==> src/hdl/fdld_pkg.sv <==
// Shared types, constants and the stencil decoder for the line derivative block.
// No dependencies; every other file in hdl/ imports this package.
package fdld_pkg;

	localparam int SAMPLE_BITS  = 32;
	localparam int MAX_LINE     = 65535;
	localparam int STENCIL_TAPS = 5;

	// Configuration register indexes.
	localparam logic [2:0] REG_ORDER    = 3'd0;
	localparam logic [2:0] REG_PERIODIC = 3'd1;
	localparam logic [2:0] REG_COMBINE  = 3'd2;
	localparam logic [2:0] REG_SCALE    = 3'd3;
	localparam logic [2:0] REG_LENGTH   = 3'd4;

	// Combine modes; the unused code behaves as a plain write.
	localparam logic [1:0] MODE_WRITE = 2'd0;
	localparam logic [1:0] MODE_ADD   = 2'd1;
	localparam logic [1:0] MODE_SUB   = 2'd2;

	// Largest scaled magnitude, 2^40.
	localparam logic [49:0] R_LIMIT = 50'd1 << 40;

	typedef struct packed {
		logic signed [31:0] sample;
		logic signed [31:0] prior_out;
	} item_t;

	typedef struct packed {
		logic signed [31:0] value;
		logic        [15:0] position;
		logic               last_of_run;
		logic               error;
	} result_t;

	typedef struct packed {
		logic        order_select;
		logic        periodic;
		logic [1:0]  combine_mode;
		logic [31:0] scale;
		logic [15:0] line_length;
	} cfg_t;

	localparam cfg_t CFG_RESET = '{
		order_select: 1'b1,
		periodic:     1'b0,
		combine_mode: MODE_WRITE,
		scale:        32'd65536,
		line_length:  16'd64
	};

	// One stencil evaluation; each kind fixes operands, weights, prior and position.
	typedef enum logic [3:0] {
		KIND_ERR,
		KIND_E2L,
		KIND_C2,
		KIND_E2R,
		KIND_P2A,
		KIND_P2B,
		KIND_E4L0,
		KIND_E4L1,
		KIND_C4,
		KIND_E4R0,
		KIND_E4R1,
		KIND_P4A,
		KIND_P4B,
		KIND_P4C,
		KIND_P4D
	} job_kind_t;

	typedef struct packed {
		logic signed [31:0] prior;
		logic        [15:0] pos;
		logic               err;
		logic               last;
	} meta_t;

	typedef struct packed {
		logic [4:0][31:0] x;
		logic [4:0][6:0]  w;
		meta_t            meta;
	} job_t;

	typedef struct packed {
		logic signed [39:0] num;
		meta_t              meta;
	} sum_t;

	typedef struct packed {
		logic [40:0] r;
		logic        neg;
		meta_t       meta;
	} mag_t;

	// Maps a stencil kind onto five weighted operands taken from the sample
	// window (index 0 newest), the head samples and the prior values.
	function automatic job_t build_job(
		job_kind_t        kind,
		logic [4:0][31:0] sw,
		logic [3:0][31:0] hs,
		logic [2:0][31:0] pw,
		logic [1:0][31:0] hp,
		logic [15:0]      k
	);
		job_t j;
		j = '0;
		j.meta.pos = k;
		unique case (kind)
			KIND_ERR: begin
				j.meta.err = 1'b1;
			end
			KIND_E2L: begin
				j.x[0] = sw[2]; j.w[0] = 7'(-3);
				j.x[1] = sw[1]; j.w[1] = 7'(4);
				j.x[2] = sw[0]; j.w[2] = 7'(-1);
				j.meta.prior = hp[0];
				j.meta.pos = 16'd0;
			end
			KIND_C2: begin
				j.x[0] = sw[0]; j.w[0] = 7'(1);
				j.x[1] = sw[2]; j.w[1] = 7'(-1);
				j.meta.prior = pw[1];
				j.meta.pos = k - 16'd1;
			end
			KIND_E2R: begin
				j.x[0] = sw[0]; j.w[0] = 7'(3);
				j.x[1] = sw[1]; j.w[1] = 7'(-4);
				j.x[2] = sw[2]; j.w[2] = 7'(1);
				j.meta.prior = pw[0];
			end
			KIND_P2A: begin
				j.x[0] = hs[0]; j.w[0] = 7'(1);
				j.x[1] = sw[1]; j.w[1] = 7'(-1);
				j.meta.prior = pw[0];
			end
			KIND_P2B: begin
				j.x[0] = hs[1]; j.w[0] = 7'(1);
				j.x[1] = sw[0]; j.w[1] = 7'(-1);
				j.meta.prior = hp[0];
				j.meta.pos = 16'd0;
			end
			KIND_E4L0: begin
				j.x = sw;
				j.w[0] = 7'(-3); j.w[1] = 7'(16); j.w[2] = 7'(-36);
				j.w[3] = 7'(48); j.w[4] = 7'(-25);
				j.meta.prior = hp[0];
				j.meta.pos = 16'd0;
			end
			KIND_E4L1: begin
				j.x = sw;
				j.w[0] = 7'(1); j.w[1] = 7'(-6); j.w[2] = 7'(18);
				j.w[3] = 7'(-10); j.w[4] = 7'(-3);
				j.meta.prior = hp[1];
				j.meta.pos = 16'd1;
			end
			KIND_C4: begin
				j.x[0] = sw[0]; j.w[0] = 7'(-1);
				j.x[1] = sw[1]; j.w[1] = 7'(8);
				j.x[2] = sw[3]; j.w[2] = 7'(-8);
				j.x[3] = sw[4]; j.w[3] = 7'(1);
				j.meta.prior = pw[2];
				j.meta.pos = k - 16'd2;
			end
			KIND_E4R0: begin
				j.x = sw;
				j.w[0] = 7'(3); j.w[1] = 7'(10); j.w[2] = 7'(-18);
				j.w[3] = 7'(6); j.w[4] = 7'(-1);
				j.meta.prior = pw[1];
				j.meta.pos = k - 16'd1;
			end
			KIND_E4R1: begin
				j.x = sw;
				j.w[0] = 7'(25); j.w[1] = 7'(-48); j.w[2] = 7'(36);
				j.w[3] = 7'(-16); j.w[4] = 7'(3);
				j.meta.prior = pw[0];
			end
			KIND_P4A: begin
				j.x[0] = hs[0]; j.w[0] = 7'(-1);
				j.x[1] = sw[0]; j.w[1] = 7'(8);
				j.x[2] = sw[2]; j.w[2] = 7'(-8);
				j.x[3] = sw[3]; j.w[3] = 7'(1);
				j.meta.prior = pw[1];
				j.meta.pos = k - 16'd1;
			end
			KIND_P4B: begin
				j.x[0] = hs[1]; j.w[0] = 7'(-1);
				j.x[1] = hs[0]; j.w[1] = 7'(8);
				j.x[2] = sw[1]; j.w[2] = 7'(-8);
				j.x[3] = sw[2]; j.w[3] = 7'(1);
				j.meta.prior = pw[0];
			end
			KIND_P4C: begin
				j.x[0] = hs[2]; j.w[0] = 7'(-1);
				j.x[1] = hs[1]; j.w[1] = 7'(8);
				j.x[2] = sw[0]; j.w[2] = 7'(-8);
				j.x[3] = sw[1]; j.w[3] = 7'(1);
				j.meta.prior = hp[0];
				j.meta.pos = 16'd0;
			end
			KIND_P4D: begin
				j.x[0] = hs[3]; j.w[0] = 7'(-1);
				j.x[1] = hs[2]; j.w[1] = 7'(8);
				j.x[2] = hs[0]; j.w[2] = 7'(-8);
				j.x[3] = sw[0]; j.w[3] = 7'(1);
				j.meta.prior = hp[1];
				j.meta.pos = 16'd1;
			end
			default: begin
				j.meta.err = 1'b1;
			end
		endcase
		return j;
	endfunction

endpackage

==> src/hdl/fdld_stencil.sv <==
// Stencil numerator: weighted operands, then their sum, in two stages.
// Depends on fdld_pkg for job_t and sum_t.
module fdld_stencil (
	input  logic           clk,
	input  logic           arst_n,
	input  logic           in_valid,
	output logic           in_ready,
	input  fdld_pkg::job_t in_job,
	output logic           out_valid,
	input  logic           out_ready,
	output fdld_pkg::sum_t out_sum
);
	import fdld_pkg::*;

	typedef struct packed {
		logic [4:0][39:0] p;
		meta_t            meta;
	} prod_t;

	logic  v_s2;
	prod_t prod_s2;
	logic  v_s3;
	sum_t  sum_s3;
	logic  rdy_s2;
	logic  rdy_s3;
	prod_t prod_d;
	sum_t  sum_d;

	assign rdy_s3 = !v_s3 || out_ready;
	assign rdy_s2 = !v_s2 || rdy_s3;
	assign in_ready = rdy_s2;
	assign out_valid = v_s3;
	assign out_sum = sum_s3;

	always_comb begin
		logic signed [31:0] xs;
		logic signed [6:0]  ws;
		logic signed [39:0] pr;
		prod_d.meta = in_job.meta;
		prod_d.p = '0;
		for (int i = 0; i < STENCIL_TAPS; i++) begin
			xs = $signed(in_job.x[i]);
			ws = $signed(in_job.w[i]);
			pr = 40'(xs) * 40'(ws);
			prod_d.p[i] = pr;
		end
	end

	always_comb begin
		logic signed [39:0] acc;
		acc = '0;
		for (int i = 0; i < STENCIL_TAPS; i++) begin
			acc = acc + $signed(prod_s2.p[i]);
		end
		sum_d.num = acc;
		sum_d.meta = prod_s2.meta;
	end

	always_ff @(posedge clk or negedge arst_n) begin
		if (!arst_n) begin
			v_s2 <= 1'b0;
			v_s3 <= 1'b0;
		end else begin
			if (rdy_s2) begin
				v_s2 <= in_valid;
			end
			if (rdy_s3) begin
				v_s3 <= v_s2;
			end
		end
	end

	always_ff @(posedge clk) begin
		if (rdy_s2) begin
			prod_s2 <= prod_d;
		end
		if (rdy_s3) begin
			sum_s3 <= sum_d;
		end
	end

endmodule

==> config.mk <==
export PLATFORM = sky130hd
export DESIGN_NAME = fdld_stencil
export DESIGN_NICKNAME = d
export VERILOG_FILES = /design/src/hdl/fdld_pkg.sv /design/src/hdl/fdld_stencil.sv
export SDC_FILE = /design/constraint.sdc
export NUM_CORES = 2
export LEC_CHECK = 0
export ABC_CLOCK_PERIOD_IN_PS = 24700
export BUFFER_PORTS_ARGS = -buffer_cell sky130_fd_sc_hd__buf_2
export CAP_MARGIN = 0
export CELL_PAD_IN_SITES_DETAIL_PLACEMENT = 1
export CELL_PAD_IN_SITES_GLOBAL_PLACEMENT = 2
export CORE_UTILIZATION = 45
export DETAILED_ROUTE_END_ITERATION = 8
export PLACE_DENSITY = 0.95
export SLEW_MARGIN = 15
export SYNTH_ARGS = -nofsm -noshare
export SYNTH_HDL_FRONTEND = slang
export SYNTH_SLANG_ARGS = --single-unit
export TNS_END_PERCENT = 5
==> constraint.sdc <==
create_clock -name clk -period 24.7 [get_ports clk]
set_clock_uncertainty 0.15 [all_clocks]
set_input_delay 1.235 -clock clk [delete_from_list [all_inputs] [get_ports clk]]
set_output_delay 1.235 -clock clk [all_outputs]
set_load 0.05 [all_outputs]
==> results.yml <==
run_status:
  status: "finished clean"
global_routing:
  grt_max_degree: 78
  grt_overflow: 0
  antenna_found_initial: 8
  grt_pass1_vias: 42200
  grt_pass1_wl_um: 237000
  grt_use_total_pct: 25.8
synth:
  synth_ff_type: "edfxtp_1"
  syn-num-nets: 6817
  yosys_register_bits: 337
  ys_seq_area_share_pct: 19.1
  netlist_instances: 5202
  ys_types: 70
  async_flop_share_pct: 0.593
  synth_area_per_cell_um2: 10.2
  synth_warnings: 0
  synth.cell_area_mm2: 0.0528
  synth_edf_count: 335
clock_tree:
  clkTransAtPathRegs_ns: 0.06
  post_cts_resized: 0
  clk_latency_ns: 0.58
  h-tree-depth: 2
  cts_tree: "built"
  post-cts-setup-buffers: 0
  root_buffer: "clkbuf_16"
  cts_buffers: 39
  cts_sinks: 337
  cts_max_path_buffers: 3
  ctsHoldBuffers: 0
timing:
  tns_ns: 0
  period_minus_slack_ns: 6.91
  worst_slew_pin_slew_ns: 1.14
  hold_violations: 0
  whs_ns: 0.251
  finalSetupViolCount: 0
  slew_viol_final: 0
  max_freq_ghz: 0.145
  relSlewSlack_pct: 23.8
  period_share_pct: 28.0
  rsz0062_at_grt: "no"
placement:
  numPortBuffers: 340
  gp_congestion: 0.902
  place_inst: 6952
  dp_hpwl_um: 125000
hold_path:
  hold_class: "flop to flop"
floorplanning:
  core_area_mm2: 0.116
  io-pin-count: 341
  die_area_mm2: 0.119
  die_h_um: 345
  die_x_um: 345
  rows: 125
  start_util_pct: 45.4
critical_path:
  required_ns: 24.86
  cp_common_cell: "fa_1"
  startpoint_type: "input pin"
  cp_cell_sequence: "buf_2 -> inv_1 -> nor2_1 -> fa_1 -> fa_1 -> fa_1 -> inv_1 -> fa_1 -> inv_1 -> ha_1 -> a21oi_1 -> o21ai_0 -> a221oi_1 -> nand3_1 -> a221o_1 -> a21oi_1 -> o21ai_0 -> a31oi_1 -> xnor2_1"
  critical-path-top-delay-family: "adder cells"
  arrival_ns: 7.07
  cp-end-kind: "flop"
  worst_path_max_delay_cell: "inv_1"
  max_stage_delay_ns: 0.82
  path_buf_inv: 4
  worstPathMaxFanout: 30
  path_class: "input pin to flop"
cells_and_area:
  nets: 7084
  drive_gt1_share_pct: 7.77
  finalCoreUtilization_pct: 49.3
  layoutNonFillerInstCount: 7023
  area_growth_syn_to_layout_pct: 8.54
routing:
  drc_errors: 0
  vias_per_cell: 5.38
  first_pass_iters: 5
  vias: 37800
  finalWirelength_um: 150000
  drt_iter0_markers: 2193
  wl_per_cell_um: 21.4
  final_antenna_net_count: 0
run:
  max_cap_violations: 0
[logic make-up (layout without fill, tap and decap cells)]
logic type / after synthesis / in the layout / synth area share, %
simple gates: 1518 / 1518 / 15.8
other cells: 0 / 2 / 0
fa+ha+maj: 1366 / 1366 / 45.7
flops: 337 / 337 / 19.1
compound gates: 610 / 610 / 7.46
xor+xnor: 228 / 228 / 3.78
buf+inv: 1143 / 1438 / 8.13
[metal layers]
layer  global-route usage (%)  vias up  part of all wire, %
met2                     45.0     1057                   50
li1                         -    16800                    -
met3                     3.14      252                  5.5
met1                     33.1    19700                   41
met4                     8.54        4                  3.5
met5                        0        -                0.013
[sequential cells by signal, indices dropped and copies added, names as in the netlist]
name	flops
out_sum	90
v_s2	1
out_valid	1
prod_s2	245
[cell usage in the layout, fill, tap and decap left out, drive strengths merged, types with 6 or more instances in the layout]
master     n
clkbuf    44
a41oi      7
nand2b    44
inv     1026
a21boi     6
or3        9
nor2b     25
and3      20
ha       430
o21a      19
nand3     36
edfxtp   335
nor3      22
xnor2    159
xor2      69
a21o     124
o21bai    31
and4       6
a31oi     20
a211oi    23
fa       936
a21oi    190
nand4     16
o21ai    108
clkinv    11
o211ai    11
nand2    210
and2     880
nor2     232
buf      349
a211o     12
[final timing paths]
check | end | start | slack [ns] | cells after the start
max in group asynchronous | out_valid | arst_n | 24.03 | 1
min in group asynchronous | v_s2 | arst_n | 0.28 | 1
worst max register to register | out_sum[78] | prod_s2[67] | 19.63 | 13
worst min-delay path | out_sum[13] | prod_s2[13] | 0.25 | 0
worst min register to register | out_sum[13] | prod_s2[13] | 0.25 | 0
worst max-delay path | prod_s2[162] | in_job[70] | 17.79 | 19
[cells in the mapped netlist (6+ instances only)]
cell type  number  area share, %
a211o_1        12           0.20
a211oi_1       22           0.31
a21boi_0        6          0.085
a21o_1        123            1.7
a21oi_1       190            1.8
a31oi_1        20           0.24
a41oi_1         7           0.12
and2_1        880             10
and3_1         20           0.24
and4_1          6           0.10
clkbuf_1      122           0.87
edfxtp_1      335             19
fa_1          936             35
ha_1          430             10
inv_1        1020            7.2
nand2_1       210            1.5
nand2b_1       44           0.52
nand3_1        36           0.34
nand4_1        16           0.19
nor2_1        232            1.6
nor2b_1        25           0.30
nor3_1         22           0.21
o211ai_1       11           0.16
o21a_1         19           0.27
o21ai_0       108            1.0
o21bai_1       31           0.44
or3_1           9           0.11
xnor2_1       159            2.6
xor2_1         69            1.1
[layout make-up]
class	count	area (um2)
well taps	1524	1910
clock inverters	25	289
flip-flops and latches	337	10100
fillers	13000	58900
inverters	1020	3830
multi-input cells	3722	38400
diodes	2	5.00
repair buffers	349	1770
clock buffers	44	995
[per-stage QoR]
stage,setup slack (ns),instance area [um2]
floorplan,14.97,52800
detailed placement,17.21,56000
global route,17.35,57300
CTS,17.81,57300
global placement,17.47,56000
finish,17.79,57300
Power is not shown: default switching activity piles up to over one toggle a cycle in this logic, so the estimate is an artifact.
