`src/hdl/fdld_pkg.sv`:
```
// Shared types, constants and the stencil decoder for the line derivative block.
// No dependencies; every other file in hdl/ imports this package.
package fdld_pkg;

	localparam int SAMPLE_BITS  = 32;
	localparam int MAX_LINE     = 65535;
	localparam int STENCIL_TAPS = 5;

	// Configuration register indexes.
	localparam logic [2:0] REG_ORDER    = 3'd0;
	localparam logic [2:0] REG_PERIODIC = 3'd1;
	localparam logic [2:0] REG_COMBINE  = 3'd2;
	localparam logic [2:0] REG_SCALE    = 3'd3;
	localparam logic [2:0] REG_LENGTH   = 3'd4;

	// Combine modes; the unused code behaves as a plain write.
	localparam logic [1:0] MODE_WRITE = 2'd0;
	localparam logic [1:0] MODE_ADD   = 2'd1;
	localparam logic [1:0] MODE_SUB   = 2'd2;

	// Largest scaled magnitude, 2^40.
	localparam logic [49:0] R_LIMIT = 50'd1 << 40;

	typedef struct packed {
		logic signed [31:0] sample;
		logic signed [31:0] prior_out;
	} item_t;

	typedef struct packed {
		logic signed [31:0] value;
		logic        [15:0] position;
		logic               last_of_run;
		logic               error;
	} result_t;

	typedef struct packed {
		logic        order_select;
		logic        periodic;
		logic [1:0]  combine_mode;
		logic [31:0] scale;
		logic [15:0] line_length;
	} cfg_t;

	localparam cfg_t CFG_RESET = '{
		order_select: 1'b1,
		periodic:     1'b0,
		combine_mode: MODE_WRITE,
		scale:        32'd65536,
		line_length:  16'd64
	};

	// One stencil evaluation; each kind fixes operands, weights, prior and position.
	typedef enum logic [3:0] {
		KIND_ERR,
		KIND_E2L,
		KIND_C2,
		KIND_E2R,
		KIND_P2A,
		KIND_P2B,
		KIND_E4L0,
		KIND_E4L1,
		KIND_C4,
		KIND_E4R0,
		KIND_E4R1,
		KIND_P4A,
		KIND_P4B,
		KIND_P4C,
		KIND_P4D
	} job_kind_t;

	typedef struct packed {
		logic signed [31:0] prior;
		logic        [15:0] pos;
		logic               err;
		logic               last;
	} meta_t;

	typedef struct packed {
		logic [4:0][31:0] x;
		logic [4:0][6:0]  w;
		meta_t            meta;
	} job_t;

	typedef struct packed {
		logic signed [39:0] num;
		meta_t              meta;
	} sum_t;

	typedef struct packed {
		logic [40:0] r;
		logic        neg;
		meta_t       meta;
	} mag_t;

	// Maps a stencil kind onto five weighted operands taken from the sample
	// window (index 0 newest), the head samples and the prior values.
	function automatic job_t build_job(
		job_kind_t        kind,
		logic [4:0][31:0] sw,
		logic [3:0][31:0] hs,
		logic [2:0][31:0] pw,
		logic [1:0][31:0] hp,
		logic [15:0]      k
	);
		job_t j;
		j = '0;
		j.meta.pos = k;
		unique case (kind)
			KIND_ERR: begin
				j.meta.err = 1'b1;
			end
			KIND_E2L: begin
				j.x[0] = sw[2]; j.w[0] = 7'(-3);
				j.x[1] = sw[1]; j.w[1] = 7'(4);
				j.x[2] = sw[0]; j.w[2] = 7'(-1);
				j.meta.prior = hp[0];
				j.meta.pos = 16'd0;
			end
			KIND_C2: begin
				j.x[0] = sw[0]; j.w[0] = 7'(1);
				j.x[1] = sw[2]; j.w[1] = 7'(-1);
				j.meta.prior = pw[1];
				j.meta.pos = k - 16'd1;
			end
			KIND_E2R: begin
				j.x[0] = sw[0]; j.w[0] = 7'(3);
				j.x[1] = sw[1]; j.w[1] = 7'(-4);
				j.x[2] = sw[2]; j.w[2] = 7'(1);
				j.meta.prior = pw[0];
			end
			KIND_P2A: begin
				j.x[0] = hs[0]; j.w[0] = 7'(1);
				j.x[1] = sw[1]; j.w[1] = 7'(-1);
				j.meta.prior = pw[0];
			end
			KIND_P2B: begin
				j.x[0] = hs[1]; j.w[0] = 7'(1);
				j.x[1] = sw[0]; j.w[1] = 7'(-1);
				j.meta.prior = hp[0];
				j.meta.pos = 16'd0;
			end
			KIND_E4L0: begin
				j.x = sw;
				j.w[0] = 7'(-3); j.w[1] = 7'(16); j.w[2] = 7'(-36);
				j.w[3] = 7'(48); j.w[4] = 7'(-25);
				j.meta.prior = hp[0];
				j.meta.pos = 16'd0;
			end
			KIND_E4L1: begin
				j.x = sw;
				j.w[0] = 7'(1); j.w[1] = 7'(-6); j.w[2] = 7'(18);
				j.w[3] = 7'(-10); j.w[4] = 7'(-3);
				j.meta.prior = hp[1];
				j.meta.pos = 16'd1;
			end
			KIND_C4: begin
				j.x[0] = sw[0]; j.w[0] = 7'(-1);
				j.x[1] = sw[1]; j.w[1] = 7'(8);
				j.x[2] = sw[3]; j.w[2] = 7'(-8);
				j.x[3] = sw[4]; j.w[3] = 7'(1);
				j.meta.prior = pw[2];
				j.meta.pos = k - 16'd2;
			end
			KIND_E4R0: begin
				j.x = sw;
				j.w[0] = 7'(3); j.w[1] = 7'(10); j.w[2] = 7'(-18);
				j.w[3] = 7'(6); j.w[4] = 7'(-1);
				j.meta.prior = pw[1];
				j.meta.pos = k - 16'd1;
			end
			KIND_E4R1: begin
				j.x = sw;
				j.w[0] = 7'(25); j.w[1] = 7'(-48); j.w[2] = 7'(36);
				j.w[3] = 7'(-16); j.w[4] = 7'(3);
				j.meta.prior = pw[0];
			end
			KIND_P4A: begin
				j.x[0] = hs[0]; j.w[0] = 7'(-1);
				j.x[1] = sw[0]; j.w[1] = 7'(8);
				j.x[2] = sw[2]; j.w[2] = 7'(-8);
				j.x[3] = sw[3]; j.w[3] = 7'(1);
				j.meta.prior = pw[1];
				j.meta.pos = k - 16'd1;
			end
			KIND_P4B: begin
				j.x[0] = hs[1]; j.w[0] = 7'(-1);
				j.x[1] = hs[0]; j.w[1] = 7'(8);
				j.x[2] = sw[1]; j.w[2] = 7'(-8);
				j.x[3] = sw[2]; j.w[3] = 7'(1);
				j.meta.prior = pw[0];
			end
			KIND_P4C: begin
				j.x[0] = hs[2]; j.w[0] = 7'(-1);
				j.x[1] = hs[1]; j.w[1] = 7'(8);
				j.x[2] = sw[0]; j.w[2] = 7'(-8);
				j.x[3] = sw[1]; j.w[3] = 7'(1);
				j.meta.prior = hp[0];
				j.meta.pos = 16'd0;
			end
			KIND_P4D: begin
				j.x[0] = hs[3]; j.w[0] = 7'(-1);
				j.x[1] = hs[2]; j.w[1] = 7'(8);
				j.x[2] = hs[0]; j.w[2] = 7'(-8);
				j.x[3] = sw[0]; j.w[3] = 7'(1);
				j.meta.prior = hp[1];
				j.meta.pos = 16'd1;
			end
			default: begin
				j.meta.err = 1'b1;
			end
		endcase
		return j;
	endfunction

endpackage

```
`src/hdl/fdld_scale.sv`:
```
// Scaling by the reciprocal: magnitude, split 32-bit products, rounding and
// clamping to 2^40 over three stages. Depends on fdld_pkg.
module fdld_scale (
	input  logic           clk,
	input  logic           arst_n,
	input  logic [31:0]    scale,
	input  logic           in_valid,
	output logic           in_ready,
	input  fdld_pkg::sum_t in_sum,
	output logic           out_valid,
	input  logic           out_ready,
	output fdld_pkg::mag_t out_mag
);
	import fdld_pkg::*;

	typedef struct packed {
		logic [38:0] mag;
		logic        neg;
		meta_t       meta;
	} abs_t;

	typedef struct packed {
		logic [63:0] plo;
		logic [38:0] phi;
		logic        neg;
		meta_t       meta;
	} mul_t;

	logic v_s4;
	logic v_s5;
	logic v_s6;
	abs_t abs_s4;
	mul_t mul_s5;
	mag_t mag_s6;
	logic rdy_s4;
	logic rdy_s5;
	logic rdy_s6;
	abs_t abs_d;
	mul_t mul_d;
	mag_t mag_d;

	assign rdy_s6 = !v_s6 || out_ready;
	assign rdy_s5 = !v_s5 || rdy_s6;
	assign rdy_s4 = !v_s4 || rdy_s5;
	assign in_ready = rdy_s4;
	assign out_valid = v_s6;
	assign out_mag = mag_s6;

	always_comb begin
		logic signed [39:0] negated;
		negated = -in_sum.num;
		abs_d.neg = in_sum.num[39];
		abs_d.mag = in_sum.num[39] ? negated[38:0] : in_sum.num[38:0];
		abs_d.meta = in_sum.meta;
	end

	// Low word and high bits of the magnitude are multiplied separately.
	always_comb begin
		logic [31:0] lo;
		logic [6:0]  hi;
		lo = abs_s4.mag[31:0];
		hi = abs_s4.mag[38:32];
		mul_d.plo = {32'd0, lo} * {32'd0, scale};
		mul_d.phi = 39'(hi) * 39'(scale);
		mul_d.neg = abs_s4.neg;
		mul_d.meta = abs_s4.meta;
	end

	// Drop 16 fraction bits, round half away from zero, clamp to 2^40.
	always_comb begin
		logic [49:0] rs;
		rs = (50'(mul_s5.phi[23:0]) << 16) + 50'(mul_s5.plo[63:16]) + 50'(mul_s5.plo[15]);
		if (mul_s5.phi[38:24] != '0) begin
			mag_d.r = R_LIMIT[40:0];
		end else if (rs > R_LIMIT) begin
			mag_d.r = R_LIMIT[40:0];
		end else begin
			mag_d.r = rs[40:0];
		end
		mag_d.neg = mul_s5.neg;
		mag_d.meta = mul_s5.meta;
	end

	always_ff @(posedge clk or negedge arst_n) begin
		if (!arst_n) begin
			v_s4 <= 1'b0;
			v_s5 <= 1'b0;
			v_s6 <= 1'b0;
		end else begin
			if (rdy_s4) begin
				v_s4 <= in_valid;
			end
			if (rdy_s5) begin
				v_s5 <= v_s4;
			end
			if (rdy_s6) begin
				v_s6 <= v_s5;
			end
		end
	end

	always_ff @(posedge clk) begin
		if (rdy_s4) begin
			abs_s4 <= abs_d;
		end
		if (rdy_s5) begin
			mul_s5 <= mul_d;
		end
		if (rdy_s6) begin
			mag_s6 <= mag_d;
		end
	end

endmodule

```
`config.mk`:
```
export PLATFORM = sky130hd
export DESIGN_NAME = fdld_scale
export DESIGN_NICKNAME = d
export VERILOG_FILES = /design/src/hdl/fdld_pkg.sv /design/src/hdl/fdld_scale.sv
export SDC_FILE = /design/constraint.sdc
export NUM_CORES = 2
export LEC_CHECK = 0
export ABC_AREA = 1
export BUFFER_PORTS_ARGS = -buffer_cell sky130_fd_sc_hd__buf_2
export CORE_MARGIN = 2
export CORE_UTILIZATION = 30
export CTS_BUF_LIST = sky130_fd_sc_hd__clkbuf_8
export DETAILED_ROUTE_END_ITERATION = 8
export GPL_TIMING_DRIVEN = 0
export PLACE_DENSITY = 0.53
export SETUP_SLACK_MARGIN = 0.15
export SKIP_CTS_REPAIR_TIMING = 1
export SYNTH_ARGS = -nofsm -noshare
export SYNTH_HDL_FRONTEND = slang
export SYNTH_SLANG_ARGS = --single-unit
```
`constraint.sdc`:
```
create_clock -name clk -period 7.4 [get_ports clk]
set_clock_uncertainty 0.1 [all_clocks]
set_input_delay 0.74 -clock clk [delete_from_list [all_inputs] [get_ports clk]]
set_output_delay 0.74 -clock clk [all_outputs]
set_load 0.01 [all_outputs]
```
==> results.txt <==
----------------------------------------------------
[Synth]
  Dominant combinational cell family by area after synthesis ... adder cells
  Proportion of synthesized area in mux cells ... 0
  Adder-cell share of the synthesized area ... 0.4528
  Post-synthesis share of cell area spent on xor and xnor gates ... 0.02061
  Cell count after synthesis ... a little under 7000
  Async set-or-reset flop fraction in the synthesized netlist ... 0.009259
  Post-synthesis cell type count ... 46
  Simple-gate portion of the synthesized area ... 0.1650
  Dominant register cell in the synthesized netlist ... sky130_fd_sc_hd__edfxtp_1
  Yosys warnings ... 0
  Synth Area in Compound Gates ... 0.03439
  Number of register bits inferred by synthesis ... around 320
  Seq/Total Area, Yosys ... 0.1745
  Post-Syn Area ... about 0.056 mm^2
  Mean instance size in the synthesized netlist ... slightly above 8 um^2
  Number of nets produced by synthesis ... 8271
  Post-synth EDFFs ... 321

[Detailed routing]
  Violation count after the first detailed-route iteration ... 3711
  Wire length on met1 ... approximately 90 mm
  Aggregate routed wire length ... 212.6 mm
  Top layer reached by signal wires ... met5
  Count of TritonRoute iterations in the first routing pass ... 6
  Routed length on met2 ... approximately 92 mm
  Detail Route Antenna Nets ... 0
  Average wire per cell in the routed design ... 21.96 um
  Total vias in the final route ... approximately 45000
  Drc violations ... 0
  DR WL met3 ... 22.36 mm
  Average via count per standard cell ... 4.688

[Die]
  Core area ... 0.1848 mm^2
  Number of placement rows ... around 160
  Ports placed on the boundary ... 220
  Floorplan die width ... 434.7 um
  Die Height ... roughly 430 um
  Starting density of the core ... 0.3011
  Area of the die ... 0.1890 mm^2

[Layout]
  Post-layout nets ... 8665
  Count of filler cells inserted in the layout ... 19320
  Fraction of layout instances using a drive strength above 1 ... 0.1399
  Most common cell after layout, fill and taps aside ... sky130_fd_sc_hd__inv_1
  Top library cells by usage in the layout, fill and taps aside ... sky130_fd_sc_hd__inv_1, sky130_fd_sc_hd__nand2_1, sky130_fd_sc_hd__fa_1
  Register cell area after layout ... 0.009714 mm^2
  Area of the multi-input gates ... 0.03888 mm^2
  Area added between synthesis and finish ... 16.88%

[Clocking]
  Clock root buffer ... sky130_fd_sc_hd__clkbuf_8
  Clock-pin slew on the worst setup and hold paths ... 0.07 ns
  TritonCTS clock tree ... yes
  # H-tree levels ... 2
  Clock Latency Late Sink ... 0.77 ns
  Total clock buffers created by CTS ... 55
  Clock net sink count ... 324
  Longest Clk Path Bufs ... 3

[Global routing]
  Pin count of the biggest net entering global routing ... between 80 and 90
  Total global-route track usage ... 0.2221
  Via count of the first global-routing pass ... 46442
  Initial antenna violation count ... 10
  First-pass GRT wire length ... approximately 310 mm
  Total gr overflow ... 0

[Worst setup path]
  Critical Path Max Stage Delay ... ~0.6 ns
  Setup crit end kind ... flop
  Element type at the critical path start ... flop
  Critical path's top delay family ... adder cells
  Cell type with the highest occurrence count on the critical path ... sky130_fd_sc_hd__fa_1
  Slowest cell on the critical path ... sky130_fd_sc_hd__fa_2
  Maximum net fanout on the critical path ... 10
  Critical path buffers and inverters ... 6
  Required arrival time at the worst endpoint ... 7.81 ns
  Ordered list of cells on the worst path ... buf_4 > nand2_1 > inv_1 > fa_1 > fa_1 > fa_1 > fa_2 > fa_2 > fa_1 > fa_1 > inv_1 > fa_1 > inv_1 > ha_4 > a21oi_4 > inv_1 > a21oi_2 > o21a_1 > inv_1 > a21oi_2 > o21ai_0 > a21oi_1 > nand2_1 > xor2_1
  Kind of critical path ... flop to flop
  Arrival time of the worst setup path ... 7.76 ns

[Timing]
  Worst setup slack after layout ... 0.04664 ns
  Count of final hold-check violations ... 0
  Final hold slack ... about 0.086 ns
  Period minus WS final ... approximately 7.4 ns
  Pin slew with the least headroom to its limit ... 1.167 ns
  RSZ-0062 raised after global routing ... yes
  Max Clock Freq ... 136.0 MHz
  Worst slew margin relative to its limit ... 0.2220
  Number of setup violations in the final report ... 0
  Fin. max-slew vios ... 0
  Final clock period utilization by the worst path ... 0.9937

[Placement]
  Total of buffers placed on input and output ports ... 189
  Final Wtd Congestion ... between 0.9 and 1
  Worst slack at placement ... -1.941 ns
  Sum of net half-perimeters after detailed placement ... 176.0 mm

[Flow run]
  Maximum capacitance violations ... 0

[Run status]
  Status ... finished, final reports clean

[Worst hold path]
  Worst min-delay path class ... primary input to flop

----------------------------------------------------
[sequential cells by signal (all words and copies together), names as in the netlist]
signal,flops
abs_s4,90
mag_d,51
mul_s5,88
out_mag,92
out_valid,1
v_s4,1
v_s5,1
[cells in the mapped netlist (all sizes together), types with 3 or more instances]
cell type	number	share of area
a21boi	3	0.00040
a21o	9	0.0012
a21oi	169	0.015
a31oi	37	0.0042
buf	29	0.0025
clkbuf	224	0.015
dfrtp	3	0.0013
edfxtp	321	0.17
fa	1044	0.38
ha	344	0.077
inv	2001	0.13
nand2	1806	0.12
nand3	97	0.0090
nand3b	10	0.0013
nand4	27	0.0030
nor2	324	0.024
nor3	37	0.0034
nor4	10	0.0011
o211ai	6	0.00081
o21a	15	0.0020
o21ai	80	0.0072
o21bai	8	0.0011
o221ai	4	0.00063
o31ai	5	0.00067
or2	3	0.00034
xnor2	42	0.0066
xor2	89	0.014
[per-layer routing]
metal | track usage | up-vias
li1 | - | 20260
met1 | 0.3007 | 22647
met2 | 0.3467 | 2070
met3 | 0.05025 | 408
met4 | 0.08053 | 6
met5 | 0.003276 | -
[logic make-up after synthesis]
kind of cell	count (synthesis)
flip-flops	324
buffers and inverters	2255
AND/OR/NAND/NOR	2317
AO/OA/AOI/OAI	342
XOR/XNOR	131
adder cells (fa/ha/maj)	1388
[path summary, 6_finish.rpt]
check | end | slack [ns] | startpoint | depth (start not counted)
max | mul_s5[152] | 0.05 | abs_s4[56] | 24
min | abs_s4[51] | 0.09 | in_sum[50] | 1
max reg2reg | mul_s5[152] | 0.05 | abs_s4[56] | 24
min reg2reg | mag_d[33] | 0.31 | abs_s4[33] | 0
max in group asynchronous | v_s5 | 6.76 | arst_n | 2
min in group asynchronous | v_s4 | 0.34 | arst_n | 2
[stage by stage]
step	TNS, ns	util	area, um^2	instances
after global placement	-380.23	0.3230	59710	9426
after floorplan	0	-	55660	6757
final	0	0.3519	65050	9682
after CTS	-31.79	0.3302	61040	9533
after global routing	-0.2818	0.3519	65050	9679
after detailed placement	-60.87	0.3237	59830	9430
[area by class of cell]
| class | count | area share |
|---|---|---|
| clock buffer | 55 | 0.01164 |
| sequential | 324 | 0.1493 |
| timing repair buffer | 338 | 0.03943 |
| multi-input combinational | 4178 | 0.5976 |
| tap | 2480 | 0.04770 |
| antenna | 5 | 0.0001923 |
| buffer | 252 | 0.03147 |
| clock inverter | 48 | 0.007020 |
| inverter | 2002 | 0.1156 |
Power is not shown: default switching activity piles up to over one toggle a cycle in this logic, so the estimate is an artifact.
