## src/hdl/fdld_pkg.sv

```systemverilog
// Shared types, constants and the stencil decoder for the line derivative block.
// No dependencies; every other file in hdl/ imports this package.
package fdld_pkg;

	localparam int SAMPLE_BITS  = 32;
	localparam int MAX_LINE     = 65535;
	localparam int STENCIL_TAPS = 5;

	// Configuration register indexes.
	localparam logic [2:0] REG_ORDER    = 3'd0;
	localparam logic [2:0] REG_PERIODIC = 3'd1;
	localparam logic [2:0] REG_COMBINE  = 3'd2;
	localparam logic [2:0] REG_SCALE    = 3'd3;
	localparam logic [2:0] REG_LENGTH   = 3'd4;

	// Combine modes; the unused code behaves as a plain write.
	localparam logic [1:0] MODE_WRITE = 2'd0;
	localparam logic [1:0] MODE_ADD   = 2'd1;
	localparam logic [1:0] MODE_SUB   = 2'd2;

	// Largest scaled magnitude, 2^40.
	localparam logic [49:0] R_LIMIT = 50'd1 << 40;

	typedef struct packed {
		logic signed [31:0] sample;
		logic signed [31:0] prior_out;
	} item_t;

	typedef struct packed {
		logic signed [31:0] value;
		logic        [15:0] position;
		logic               last_of_run;
		logic               error;
	} result_t;

	typedef struct packed {
		logic        order_select;
		logic        periodic;
		logic [1:0]  combine_mode;
		logic [31:0] scale;
		logic [15:0] line_length;
	} cfg_t;

	localparam cfg_t CFG_RESET = '{
		order_select: 1'b1,
		periodic:     1'b0,
		combine_mode: MODE_WRITE,
		scale:        32'd65536,
		line_length:  16'd64
	};

	// One stencil evaluation; each kind fixes operands, weights, prior and position.
	typedef enum logic [3:0] {
		KIND_ERR,
		KIND_E2L,
		KIND_C2,
		KIND_E2R,
		KIND_P2A,
		KIND_P2B,
		KIND_E4L0,
		KIND_E4L1,
		KIND_C4,
		KIND_E4R0,
		KIND_E4R1,
		KIND_P4A,
		KIND_P4B,
		KIND_P4C,
		KIND_P4D
	} job_kind_t;

	typedef struct packed {
		logic signed [31:0] prior;
		logic        [15:0] pos;
		logic               err;
		logic               last;
	} meta_t;

	typedef struct packed {
		logic [4:0][31:0] x;
		logic [4:0][6:0]  w;
		meta_t            meta;
	} job_t;

	typedef struct packed {
		logic signed [39:0] num;
		meta_t              meta;
	} sum_t;

	typedef struct packed {
		logic [40:0] r;
		logic        neg;
		meta_t       meta;
	} mag_t;

	// Maps a stencil kind onto five weighted operands taken from the sample
	// window (index 0 newest), the head samples and the prior values.
	function automatic job_t build_job(
		job_kind_t        kind,
		logic [4:0][31:0] sw,
		logic [3:0][31:0] hs,
		logic [2:0][31:0] pw,
		logic [1:0][31:0] hp,
		logic [15:0]      k
	);
		job_t j;
		j = '0;
		j.meta.pos = k;
		unique case (kind)
			KIND_ERR: begin
				j.meta.err = 1'b1;
			end
			KIND_E2L: begin
				j.x[0] = sw[2]; j.w[0] = 7'(-3);
				j.x[1] = sw[1]; j.w[1] = 7'(4);
				j.x[2] = sw[0]; j.w[2] = 7'(-1);
				j.meta.prior = hp[0];
				j.meta.pos = 16'd0;
			end
			KIND_C2: begin
				j.x[0] = sw[0]; j.w[0] = 7'(1);
				j.x[1] = sw[2]; j.w[1] = 7'(-1);
				j.meta.prior = pw[1];
				j.meta.pos = k - 16'd1;
			end
			KIND_E2R: begin
				j.x[0] = sw[0]; j.w[0] = 7'(3);
				j.x[1] = sw[1]; j.w[1] = 7'(-4);
				j.x[2] = sw[2]; j.w[2] = 7'(1);
				j.meta.prior = pw[0];
			end
			KIND_P2A: begin
				j.x[0] = hs[0]; j.w[0] = 7'(1);
				j.x[1] = sw[1]; j.w[1] = 7'(-1);
				j.meta.prior = pw[0];
			end
			KIND_P2B: begin
				j.x[0] = hs[1]; j.w[0] = 7'(1);
				j.x[1] = sw[0]; j.w[1] = 7'(-1);
				j.meta.prior = hp[0];
				j.meta.pos = 16'd0;
			end
			KIND_E4L0: begin
				j.x = sw;
				j.w[0] = 7'(-3); j.w[1] = 7'(16); j.w[2] = 7'(-36);
				j.w[3] = 7'(48); j.w[4] = 7'(-25);
				j.meta.prior = hp[0];
				j.meta.pos = 16'd0;
			end
			KIND_E4L1: begin
				j.x = sw;
				j.w[0] = 7'(1); j.w[1] = 7'(-6); j.w[2] = 7'(18);
				j.w[3] = 7'(-10); j.w[4] = 7'(-3);
				j.meta.prior = hp[1];
				j.meta.pos = 16'd1;
			end
			KIND_C4: begin
				j.x[0] = sw[0]; j.w[0] = 7'(-1);
				j.x[1] = sw[1]; j.w[1] = 7'(8);
				j.x[2] = sw[3]; j.w[2] = 7'(-8);
				j.x[3] = sw[4]; j.w[3] = 7'(1);
				j.meta.prior = pw[2];
				j.meta.pos = k - 16'd2;
			end
			KIND_E4R0: begin
				j.x = sw;
				j.w[0] = 7'(3); j.w[1] = 7'(10); j.w[2] = 7'(-18);
				j.w[3] = 7'(6); j.w[4] = 7'(-1);
				j.meta.prior = pw[1];
				j.meta.pos = k - 16'd1;
			end
			KIND_E4R1: begin
				j.x = sw;
				j.w[0] = 7'(25); j.w[1] = 7'(-48); j.w[2] = 7'(36);
				j.w[3] = 7'(-16); j.w[4] = 7'(3);
				j.meta.prior = pw[0];
			end
			KIND_P4A: begin
				j.x[0] = hs[0]; j.w[0] = 7'(-1);
				j.x[1] = sw[0]; j.w[1] = 7'(8);
				j.x[2] = sw[2]; j.w[2] = 7'(-8);
				j.x[3] = sw[3]; j.w[3] = 7'(1);
				j.meta.prior = pw[1];
				j.meta.pos = k - 16'd1;
			end
			KIND_P4B: begin
				j.x[0] = hs[1]; j.w[0] = 7'(-1);
				j.x[1] = hs[0]; j.w[1] = 7'(8);
				j.x[2] = sw[1]; j.w[2] = 7'(-8);
				j.x[3] = sw[2]; j.w[3] = 7'(1);
				j.meta.prior = pw[0];
			end
			KIND_P4C: begin
				j.x[0] = hs[2]; j.w[0] = 7'(-1);
				j.x[1] = hs[1]; j.w[1] = 7'(8);
				j.x[2] = sw[0]; j.w[2] = 7'(-8);
				j.x[3] = sw[1]; j.w[3] = 7'(1);
				j.meta.prior = hp[0];
				j.meta.pos = 16'd0;
			end
			KIND_P4D: begin
				j.x[0] = hs[3]; j.w[0] = 7'(-1);
				j.x[1] = hs[2]; j.w[1] = 7'(8);
				j.x[2] = hs[0]; j.w[2] = 7'(-8);
				j.x[3] = sw[0]; j.w[3] = 7'(1);
				j.meta.prior = hp[1];
				j.meta.pos = 16'd1;
			end
			default: begin
				j.meta.err = 1'b1;
			end
		endcase
		return j;
	endfunction

endpackage

```

## src/hdl/fdld_front.sv

```systemverilog
// Input stage: sample and prior windows, line position, stencil list per item
// and the issue sequencer with the held fifth result. Depends on fdld_pkg.
module fdld_front (
	input  logic            clk,
	input  logic            arst_n,
	input  fdld_pkg::cfg_t  cfg,
	input  logic            item_valid,
	output logic            item_stall,
	input  fdld_pkg::item_t item,
	output logic            job_valid,
	input  logic            job_ready,
	output fdld_pkg::job_t  job
);
	import fdld_pkg::*;

	// Line state.
	logic [4:0][31:0] sw_q;
	logic [2:0][31:0] pw_q;
	logic [3:0][31:0] hs_q;
	logic [1:0][31:0] hp_q;
	logic [15:0]      pos_q;

	// Step register: the stencil list of the last accepted item.
	logic             step_v_s1;
	job_kind_t        kinds_s1 [5];
	logic [2:0]       n_s1;
	logic             held_s1;
	logic [15:0]      k_s1;
	logic [1:0]       j_s1;

	// Fifth result of a step, waiting for the next item.
	logic             held_v_q;
	job_t             held_q;

	logic signed [31:0] sample_ext;
	logic [15:0]      len;
	logic [15:0]      min_len;
	logic [15:0]      two_h;
	logic             at_last;
	logic             short_line;
	job_kind_t        list [5];
	logic [2:0]       cnt;
	logic             accept;
	logic [2:0]       tot;
	logic [2:0]       nret;
	logic             use_held;
	logic [2:0]       idx;
	logic [2:0]       idx4;
	logic             is_final;
	logic             fire;
	logic             done;
	logic             held_set;
	logic             held_clr;
	logic             held_v_d;

	assign sample_ext = 32'($signed(item.sample[SAMPLE_BITS-1:0]));

	always_comb begin
		len = (32'(cfg.line_length) > MAX_LINE) ? 16'(MAX_LINE) : cfg.line_length;
		if (cfg.order_select) begin
			min_len = cfg.periodic ? 16'd4 : 16'd5;
			two_h = 16'd4;
		end else begin
			min_len = 16'd3;
			two_h = 16'd2;
		end
		short_line = len < min_len;
		at_last = ({1'b0, pos_q} + 17'd1) >= {1'b0, len};
	end

	// Stencils finished by this item, in the order they leave.
	always_comb begin
		list = '{default: KIND_ERR};
		cnt = '0;
		if (short_line) begin
			list[0] = KIND_ERR;
			cnt = 3'd1;
		end else begin
			if (!cfg.periodic && pos_q == two_h) begin
				if (cfg.order_select) begin
					list[0] = KIND_E4L0;
					list[1] = KIND_E4L1;
					cnt = 3'd2;
				end else begin
					list[0] = KIND_E2L;
					cnt = 3'd1;
				end
			end
			if (pos_q >= two_h) begin
				list[cnt] = cfg.order_select ? KIND_C4 : KIND_C2;
				cnt = cnt + 3'd1;
			end
			if (at_last) begin
				if (!cfg.order_select) begin
					if (!cfg.periodic) begin
						list[cnt] = KIND_E2R;
						cnt = cnt + 3'd1;
					end else begin
						list[cnt] = KIND_P2A;
						list[cnt + 3'd1] = KIND_P2B;
						cnt = cnt + 3'd2;
					end
				end else if (!cfg.periodic) begin
					list[cnt] = KIND_E4R0;
					list[cnt + 3'd1] = KIND_E4R1;
					cnt = cnt + 3'd2;
				end else begin
					list[cnt] = KIND_P4A;
					list[cnt + 3'd1] = KIND_P4B;
					list[cnt + 3'd2] = KIND_P4C;
					list[cnt + 3'd3] = KIND_P4D;
					cnt = cnt + 3'd4;
				end
			end
		end
	end

	// Issue sequencer: a held result goes first, at most four leave per step.
	always_comb begin
		tot = n_s1 + {2'b00, held_s1};
		nret = (tot > 3'd4) ? 3'd4 : tot;
		use_held = held_s1 && (j_s1 == 2'd0);
		idx = {1'b0, j_s1} - {2'b00, held_s1};
		idx4 = 3'd4 - {2'b00, held_s1};
		is_final = ({1'b0, j_s1} == (nret - 3'd1));
		job_valid = step_v_s1 && ({1'b0, j_s1} < nret);
		fire = job_valid && job_ready;
		done = step_v_s1 && ((nret == 3'd0) || (fire && is_final));
		item_stall = step_v_s1 && !done;
		accept = item_valid && !item_stall;
		held_set = fire && is_final && (tot > 3'd4);
		held_clr = fire && use_held;
		if (held_set) begin
			held_v_d = 1'b1;
		end else if (held_clr) begin
			held_v_d = 1'b0;
		end else begin
			held_v_d = held_v_q;
		end
	end

	always_comb begin
		job = use_held ? held_q : build_job(kinds_s1[idx], sw_q, hs_q, pw_q, hp_q, k_s1);
		job.meta.last = is_final;
	end

	always_ff @(posedge clk or negedge arst_n) begin
		if (!arst_n) begin
			sw_q <= '0;
			pw_q <= '0;
			pos_q <= '0;
			step_v_s1 <= 1'b0;
			j_s1 <= '0;
			held_v_q <= 1'b0;
		end else begin
			held_v_q <= held_v_d;
			if (accept) begin
				sw_q <= {sw_q[3:0], sample_ext};
				pw_q <= {pw_q[1:0], item.prior_out};
				pos_q <= at_last ? 16'd0 : pos_q + 16'd1;
				step_v_s1 <= 1'b1;
				j_s1 <= '0;
			end else begin
				if (done) begin
					step_v_s1 <= 1'b0;
				end
				if (fire) begin
					j_s1 <= j_s1 + 2'd1;
				end
			end
		end
	end

	always_ff @(posedge clk) begin
		if (accept) begin
			kinds_s1 <= list;
			n_s1 <= cnt;
			held_s1 <= held_v_d;
			k_s1 <= pos_q;
			if (pos_q < 16'd4) begin
				hs_q[pos_q[1:0]] <= sample_ext;
			end
			if (pos_q < 16'd2) begin
				hp_q[pos_q[0]] <= item.prior_out;
			end
		end
		if (held_set) begin
			held_q <= build_job(kinds_s1[idx4], sw_q, hs_q, pw_q, hp_q, k_s1);
		end
	end

endmodule

```

## config.mk

```make
export PLATFORM = sky130hd
export DESIGN_NAME = fdld_front
export DESIGN_NICKNAME = d
export VERILOG_FILES = /design/src/hdl/fdld_pkg.sv /design/src/hdl/fdld_front.sv
export SDC_FILE = /design/constraint.sdc
export NUM_CORES = 2
export LEC_CHECK = 0
export BUFFER_PORTS_ARGS = -buffer_cell sky130_fd_sc_hd__buf_2
export CORE_MARGIN = 2
export CORE_UTILIZATION = 45
export CTS_BUF_LIST = sky130_fd_sc_hd__clkbuf_8 sky130_fd_sc_hd__clkbuf_16
export DETAILED_ROUTE_END_ITERATION = 10
export SETUP_SLACK_MARGIN = 0.2
export SYNTH_ARGS = -nofsm -noshare
export SYNTH_HDL_FRONTEND = slang
export SYNTH_SLANG_ARGS = --single-unit
```

## constraint.sdc

```tcl
create_clock -name clk -period 53.5 [get_ports clk]
set_input_delay 5.35 -clock clk [delete_from_list [all_inputs] [get_ports clk]]
set_output_delay 5.35 -clock clk [all_outputs]
set_load 0.05 [all_outputs]
```

==> run metrics <==
status complete, no violations; GR Util met1 0.419; I/O Pins 367; Post-CTS Resized 0; hold_buf cts 0; FILL cells 8,332; cell taking the most area after synthesis edfxtp_1; average size of a mapped cell 9.57 sq um; grt total ovfl 0; RSZ-0062 raised after global routing false; Max Freq 86.4 MHz; core footprint 90,000 sq um; FFs w/ async S/R, synth 0.372; total track usage 0.319; final hold violations 0; Worst Tran Pin Value 1.30 ns; GRT met2 Usage 0.496; Synth Register Bits 742; HPWL Detailed 82,600 um; clock latency on the worst-skew pair 0.66 ns; Area contributors post-synth edfxtp_1 (34%), dfrtp_1 (17%), nand2_1 (11%); multi-input logic area 18,100 sq um; Yosys cell types 93; final setup fails 0; I/O Buffers 331; GP Congestion 0.875; Critical Path Sink Type output port; Die Area 93,400 sq um; Reg area 20,900 sq um; number of global-route vias before repair 34,800; setup repair bufs after CTS 0; Worst Skew 0.0234 ns; Root Driver clkbuf_16; minimum clock period 11.57 ns; Post-Route WL 154,000 um; max_cap viols 0; largest net degree at the start of global routing 193; worst hold path class reg -> reg; WL/cell 27.7 um; TritonRoute pass-1 iters 10; Primary FF master, synth edfxtp_1; fin nets 4,484; Required @ worst endpoint 48.15 ns; CTS Buf Count 84; die width 306 um; area delta synth->final 11.9%; setup TNS 0 ns; crit path DAT 6.22 ns; crit-path max FO 64; crit path kind reg -> out; cells after synthesis 4,278; Ys Warns 0; clock-pin transition on the worst setup and hold timing paths 0.06 ns; EDFF count, synth 466; DR vias 36,600; share of cells above drive strength 1 0.144; GRT met3 Usage 0.0826; Die Span Y 306 um; Final Cycle Share 0.216; DRT antenna net count 0; initial DRC count 5,631; Setup crit start kind register; H-tree Lvls 3; DR DRC count 0; Initial Util 0.455; initial antenna violation count 17; CTS tree yes; post-synthesis sequential area ratio 0.511; Max Slew Vio Count 0; Bufs on Longest Clock Path 3; vias per cell 6.56; Cell Area, Synth 40,900 sq um; top-area cell type share of the netlist area 0.342; Core Rows 110; GRT Max-Usage Layer met2; Max-slew headroom 0.132; first-pass GRT wire length 227,000 um; Sink Count 742; Syn Nets 4,444
[worst max-delay path, cell delays in order (launching register included)]
cell and delay (ns):
edfxtp_1 0.61, ha_1 0.31, ha_1 0.55, mux2i_1 0.16, o21ai_1 0.21, a21oi_2 0.08, buf_4 0.25, nor2_1 0.84
nand2_1 0.29, nand2_4 0.54, buf_4 0.91, a21oi_1 0.11, a221o_1 0.39, buf_2 0.24
[layer usage]
| metal | share of wire | up-vias |
|---|---|---|
| li1 | - | 16100 |
| met1 | 0.39 | 17700 |
| met2 | 0.45 | 2230 |
| met3 | 0.11 | 467 |
| met4 | 0.049 | 22 |
| met5 | 0.00087 | - |
[cell type report]
cell class,instances,area share
antenna,5,0.000273
clock buffer,104,0.0526
clock inverter,54,0.00890
inverter,41,0.00352
multi-input combinational,3038,0.395
sequential,742,0.456
tap,1176,0.0321
timing repair buffer,411,0.0509
[per-stage QoR]
step           instances  hold WS (ns)  setup slack [ns]  area [sq um]   util
6_report            5571         0.510             41.93         45800  0.509
3_3_place_gp        5408         0.486             42.13         43000  0.478
2_1_floorplan       4278         0.420             30.91         40900      -
3_5_place_dp        5408         0.492             42.13         43000  0.478
4_1_cts             5566         0.506             42.02         45800  0.509
5_1_grt             5568         0.526             41.67         45800  0.509
[logic make-up after synthesis]
logic type | synth area share
AO/OA/AOI/OAI | 0.242
XOR/XNOR | 0.00532
adder cells (fa/ha/maj) | 0.0141
buffers and inverters | 0.0540
flip-flops | 0.511
multiplexers | 0.00511
other | 0.0000916
AND/OR/NAND/NOR | 0.169
[state kept, by name, indices dropped and copies added (netlist names), 2 cells and up]
name and flops:
n_s1 3, pos_q 16, hp_q 64, held_q 234, hs_q 128, sw_q 160, kinds_s1 20, pw_q 96
j_s1 2, k_s1 16
[cell usage after synthesis, types with 12 or more instances]
cell type	number
ha_1	46
a21o_1	41
a22o_1	101
edfxtp_1	466
buf_2	113
o21ai_0	98
nand3_1	157
nand2_1	1166
xnor2_1	15
o21ai_1	42
a222oi_1	128
dfrtp_1	276
a221oi_1	37
nor2b_1	13
buf_1	17
inv_1	39
and2_1	47
a221o_1	95
a21oi_1	123
o31ai_1	18
nor2_1	123
nand2b_1	21
buf_4	41
o22ai_1	16
mux2i_1	13
and3_1	12
a22oi_1	455
a31oi_1	79
clkbuf_1	271
nor3_1	28
[cell usage in the layout, fill, tap and decap left out, types with 10 or more instances in the layout]
master,n
nor2_1,113
a22oi_1,455
o21ai_1,38
and2_1,42
nand2_1,1164
mux2i_1,12
nor3_1,24
o31ai_1,18
nand3_1,157
a21oi_1,121
nand2b_1,20
ha_1,46
clkinv_2,10
a221oi_1,37
a222oi_1,128
inv_1,67
o22ai_1,14
nor2b_1,13
o21ai_0,98
clkbuf_8,17
clkbuf_16,87
xnor2_1,15
a221o_1,95
dfrtp_1,276
nor2_4,13
buf_4,75
edfxtp_1,466
a31oi_1,79
a22o_1,100
buf_2,330
a21o_1,40
[final timing paths]
| check | startpoint | end | slack (ns) | depth (start not counted) |
|---|---|---|---|---|
| min reg2reg | pw_q[78] | pw_q[78] | 0.51 | 2 |
| min in group asynchronous | arst_n | sw_q[121] | 4.76 | 1 |
| min | pw_q[78] | pw_q[78] | 0.51 | 2 |
| max | held_s1 | job[95] | 41.93 | 13 |
| max reg2reg | held_s1 | hp_q[22] | 47.86 | 13 |
| max in group asynchronous | arst_n | sw_q[69] | 47.20 | 2 |
Power is left out: the tool's default activity adds up to more than one toggle a clock period on the data nets, which glitch-free logic cannot reach.
